<file path="src/hw/rtl/vtsc_pkg.sv">
package vtsc_pkg;

    localparam int BRIGHT_BITS  = 10;
    localparam int CFG_BITS     = 32;
    localparam int INV_BITS     = 16;
    localparam int WAVE_BITS    = 16;
    localparam int LEVEL_BITS   = 11;
    localparam int RAMP_BITS    = 13;
    localparam int FALL_BITS    = 16;
    localparam int RCP_BITS     = 32;
    localparam int RCP_SHIFT    = 42;
    localparam int DIV_STEPS    = 16;

    localparam logic [31:0] BLACK = 32'hFF00_0000;
    localparam logic [LEVEL_BITS-1:0] ONE_Q10 = 11'd1024;

    // register indexes of the configuration port
    localparam logic [1:0] REG_RANGE_MIN = 2'd0;
    localparam logic [1:0] REG_RANGE_MAX = 2'd1;
    localparam logic [1:0] REG_INV_START = 2'd2;
    localparam logic [1:0] REG_INV_END   = 2'd3;

    // role of a color channel inside a spectral segment
    localparam logic [1:0] ROLE_ZERO = 2'd0;
    localparam logic [1:0] ROLE_FULL = 2'd1;
    localparam logic [1:0] ROLE_RAMP = 2'd2;

    // wavelengths in Q10.6 nm
    localparam int NM_120 = 120 * 64;
    localparam int NM_240 = 240 * 64;
    localparam int NM_380 = 380 * 64;
    localparam int NM_420 = 420 * 64;
    localparam int NM_440 = 440 * 64;
    localparam int NM_490 = 490 * 64;
    localparam int NM_510 = 510 * 64;
    localparam int NM_580 = 580 * 64;
    localparam int NM_645 = 645 * 64;
    localparam int NM_700 = 700 * 64;
    localparam int NM_780 = 780 * 64;

    // ceil(2^42 / D) with D the segment width, or the falloff divisor, in Q10.6 nm
    localparam longint unsigned RCP_ONE = 64'd1 << RCP_SHIFT;
    localparam logic [RCP_BITS-1:0] RCP_60  = RCP_BITS'((RCP_ONE + 64'd3839) / 64'd3840);
    localparam logic [RCP_BITS-1:0] RCP_50  = RCP_BITS'((RCP_ONE + 64'd3199) / 64'd3200);
    localparam logic [RCP_BITS-1:0] RCP_20  = RCP_BITS'((RCP_ONE + 64'd1279) / 64'd1280);
    localparam logic [RCP_BITS-1:0] RCP_70  = RCP_BITS'((RCP_ONE + 64'd4479) / 64'd4480);
    localparam logic [RCP_BITS-1:0] RCP_65  = RCP_BITS'((RCP_ONE + 64'd4159) / 64'd4160);
    localparam logic [RCP_BITS-1:0] RCP_800 = RCP_BITS'((RCP_ONE + 64'd51199) / 64'd51200);
    localparam logic [RCP_BITS-1:0] RCP_400 = RCP_BITS'((RCP_ONE + 64'd25599) / 64'd25600);

    typedef struct packed {
        logic                   black;
        logic [BRIGHT_BITS-1:0] bright;
    } t_side;

    // largest y in 0..1024 with y^5 <= i^4 << (50 - 4*bits)
    function automatic logic [LEVEL_BITS-1:0] gamma_entry(input int unsigned i,
                                                          input int unsigned bits);
        longint unsigned target;
        longint unsigned ii;
        longint unsigned lo;
        longint unsigned hi;
        longint unsigned mid;
        ii = longint'(i);
        target = (ii * ii * ii * ii) << (50 - 4 * bits);
        lo = 0;
        hi = 1024;
        while (lo < hi) begin
            mid = (lo + hi + 64'd1) >> 1;
            if (mid * mid * mid * mid * mid <= target) begin
                lo = mid;
            end else begin
                hi = mid - 64'd1;
            end
        end
        return LEVEL_BITS'(lo);
    endfunction

endpackage

</file>
<file path="src/hw/rtl/vtsc_div_stage.sv">
module vtsc_div_stage
    import vtsc_pkg::*;
#(
    parameter int RW = 49,
    parameter int IW = 33,
    parameter int J  = 15
) (
    input  logic                 i_clk,
    input  logic                 i_load,
    input  logic [RW-1:0]        i_rem,
    input  logic [IW-1:0]        i_inv,
    input  logic [DIV_STEPS-1:0] i_quo,
    input  t_side                i_side,
    output logic [RW-1:0]        o_rem,
    output logic [IW-1:0]        o_inv,
    output logic [DIV_STEPS-1:0] o_quo,
    output t_side                o_side
);

    logic [RW-1:0]        r_rem;
    logic [IW-1:0]        r_inv;
    logic [DIV_STEPS-1:0] r_quo;
    t_side                r_side;

    logic [RW-1:0] w_sub;
    logic          w_fit;

    assign w_sub = RW'(i_inv) << J;
    assign w_fit = (i_rem >= w_sub);

    always_ff @(posedge i_clk) begin
        if (i_load) begin
            r_rem  <= w_fit ? (i_rem - w_sub) : i_rem;
            r_inv  <= i_inv;
            r_quo  <= i_quo | (DIV_STEPS'(w_fit) << J);
            r_side <= i_side;
        end
    end

    assign o_rem  = r_rem;
    assign o_inv  = r_inv;
    assign o_quo  = r_quo;
    assign o_side = r_side;

endmodule

</file>
<file path="config.mk">
export PLATFORM = sky130hd
export DESIGN_NAME = vtsc_div_stage
export DESIGN_NICKNAME = d
export VERILOG_FILES = /design/src/hw/rtl/vtsc_pkg.sv /design/src/hw/rtl/vtsc_div_stage.sv
export SDC_FILE = /design/constraint.sdc
export NUM_CORES = 1
export LEC_CHECK = 0
export ABC_CLOCK_PERIOD_IN_PS = 3900
export BUFFER_PORTS_ARGS = -buffer_cell sky130_fd_sc_hd__buf_4
export CAP_MARGIN = 5
export CORE_ASPECT_RATIO = 1.1
export CORE_MARGIN = 5
export CORE_UTILIZATION = 50
export DETAILED_ROUTE_END_ITERATION = 7
export PLACE_DENSITY = 0.87
export SYNTH_ARGS = -nofsm -noshare
export SYNTH_HDL_FRONTEND = slang
export SYNTH_SLANG_ARGS = --single-unit
</file>
<file path="constraint.sdc">
create_clock -name i_clk -period 3.9 [get_ports i_clk]
set_input_delay 0.78 -clock i_clk [delete_from_list [all_inputs] [get_ports i_clk]]
set_output_delay 0.78 -clock i_clk [all_outputs]
set_load 0.05 [all_outputs]
</file>
==> run_results.csv <==
group,metric,value,unit
status,status,"complete, no violations",
global_route,grt_pass1_wl,26.15,mm
die,boundaryPins,220,
timing,rsz0062_at_grt,"no",
synthesis,ys_ff_latch,109,
pwr,vdd_drop_max,211.7,uV
worst_setup_path,cp-start-kind,"input pin",
worst_setup_path,worst_ep_arrival_time,3570,ps
synthesis,synth_cell_type_count,57,
timing,setup_violations,0,
clocking,htreeDepth,3,
die,core,0.01134,sq mm
timing,drv_slew,0,
pwr,p_comb_share,32.5,%
timing,max_freq,288.3,MHz
clocking,ctsHoldBuffers,0,
global_route,grt_use_total,24.67,%
drt,wl,17.19,mm
final_layout,fillers,796,
place,port_buffers,219,
final_layout,syn_to_final_growth,37.22,%
synthesis,synth_cells,491,
synthesis,synth_edf_count,109,
die,row_count,41,
drt,drc,0,
clocking,clk_pin_slew_worst_paths,70,ps
timing,tightest_slew,817.3,ps
drt,vias,4858,
pwr,power,0.003595,W
synthesis,synth.yosys.seq_area_share,57.24,%
synthesis,syn-num-nets,636,
pwr,netSwitchingPower,0.001258,W
timing,setup_tns,0,ps
drt,dr.pass1.iters,6,
clocking,root_buffer,"clkbuf_16",
timing,period_share,88.93,%
clocking,cts_tree,"done",
pwr,pwr-share-clk,26.3,%
clocking,cts_resized,0,
die,die-area,0.01368,sq mm
timing,period_minus_slack,3468,ps
worst_setup_path,crit_path_end_kind,"flop",
pwr,seq_power_share,41.2,%
worst_setup_path,crit_required,4000,ps
global_route,grt.overflow.total,0,
final_layout,nets,853,
clocking,cts_buffers,9,
clocking,numClockSinks,109,
drt,wl_per_cell,19.92,microns
synthesis,yosysWarnings,0,
final_layout,antennaDiodeCount,0,
pwr,p_int,0.002337,W
place,hpwl,13.04,mm
synthesis,syn_area,0.005718,sq mm
die,die_w,112.0,microns
timing,hold_viol_final,0,
hold_path,min_path_type,"in2reg",
clocking,clock_path_buffers,2,
drt,post_drt_via_cell_ratio,5.629,
drt,drtIter0Drc,382,
final_layout,fin_cells,863,
synthesis,synth-main-ff-cell,"edfxtp_1",
global_route,grt_max_degree,62,
pwr,swShare,34.99,%
place,place.gp.congestion,0.8908,
timing,maxSlewHeadroom,45.51,%
worst_setup_path,crit_fanout,33,
synthesis,avgSynthCellArea,11.65,sq um
job,drv_cap,0,
global_route,grt_pass1_vias,4892,
final_layout,final_cell_mix,"221 x buf_4, 109 x edfxtp_1, 55 x nand2_1, 42 x inv_1, 41 x o21ai_0",
clocking,post_cts_buffers,0,
die,die_h,122.2,microns
die,initial_utilization,50.44,%
pwr,p_per_area,458.2,mW/mm^2
pwr,total_leakage_power,3.462,nW
final_layout,final_common_cell,"buf_4",
final_layout,drive_above_1_share,35.20,%
drt,ant_nets,0,
timing,holdWs,602.4,ps
worst_setup_path,crit_type,"in2reg",
place,dp.cells,847,
synthesis,ys_async_sr_fraction,0,%
global_route,antenna_found_initial,0,
[state kept, by name (all words and copies together), names as in the netlist]
| name | cells |
|---|---|
| o_quo | 16 |
| o_rem | 49 |
| o_side | 11 |
| o_inv | 33 |
[stage by stage]
stage | worst slack (ps) | cell area (sq um) | util (%)
2_1_floorplan | 572.2 | 5718 | -
3_3_place_gp | 211.5 | 7540 | 66.50
3_5_place_dp | 86.69 | 7540 | 66.50
4_1_cts | 436.0 | 7846 | 69.21
5_1_grt | 329.7 | 7846 | 69.21
6_report | 431.7 | 7846 | 69.21
[layout make-up]
class / count / area (sq um) / area share [%]
repair buffers: 224 / 1719 / 21.91
inverters: 42 / 157.7 / 2.009
well taps: 150 / 187.7 / 2.392
multi-input cells: 322 / 2202 / 28.07
flip-flops and latches: 109 / 3273 / 41.72
clock buffers: 9 / 225.2 / 2.870
clock inverters: 7 / 81.33 / 1.037
[routing by layer]
metal / track usage, % / share of wire [%] / vias up
met5: 0 / 0 / -
met4: 8.264 / 2.7 / 0
met3: 8.246 / 9.8 / 38
met2: 45.13 / 52 / 268
met1: 26.96 / 35 / 2309
li1: - / - / 2243
[critical path, cell delays in order]
cell and delay, ps:
buf_4 120, inv_1 60, ha_1 170, inv_1 70
fa_1 410, a21o_1 230, a221oi_2 310, o31ai_2 150
a211oi_4 340, o31ai_4 150, a21oi_4 210, buf_12 210
mux2_2 340
[Yosys cell counts, drive strengths merged (7+ instances only)]
| master | instances | area share (%) |
|---|---|---|
| edfxtp | 109 | 57 |
| nand2 | 55 | 3.6 |
| inv | 42 | 2.8 |
| o21ai | 41 | 3.6 |
| ha | 33 | 7.2 |
| a21oi | 29 | 2.6 |
| a21o | 16 | 2.1 |
| xor2 | 16 | 2.5 |
| nor2 | 14 | 0.92 |
| nand3 | 11 | 1.1 |
| a31oi | 10 | 1.1 |
| xnor2 | 10 | 1.5 |
| buf | 9 | 1.0 |
| clkbuf | 9 | 0.61 |
| nand2b | 9 | 0.98 |
| a211oi | 7 | 1.1 |
[cell families after synthesis]
| group | count (synthesis) | synth area share (%) |
|---|---|---|
| compound gates | 134 | 15.36 |
| xor+xnor | 26 | 3.982 |
| fa+ha+maj | 34 | 7.571 |
| buf+inv | 60 | 4.376 |
| flops | 109 | 57.24 |
| mux | 7 | 1.335 |
| simple gates | 121 | 10.13 |
[final timing paths]
kind,end,slack [ps],from,cells past startpoint
setup / recovery,o_rem[16],430,i_rem[15],13
hold / removal,o_side[9],600,i_side[9],1
[power groups by stage]
stage | Clock [W] | Sequential [W] | Combinational, W
finish | 0.000947 | 0.00148 | 0.00117
global route | 0.00102 | 0.00149 | 0.00123
CTS | 0.000954 | 0.00148 | 0.00117
detailed placement | 0 | 0.00151 | 0.00116
global placement | 0 | 0.00150 | 0.00113
floorplan | 0 | 0.00192 | 0.000328
No activity file was read; power rests on OpenSTA's default activity.
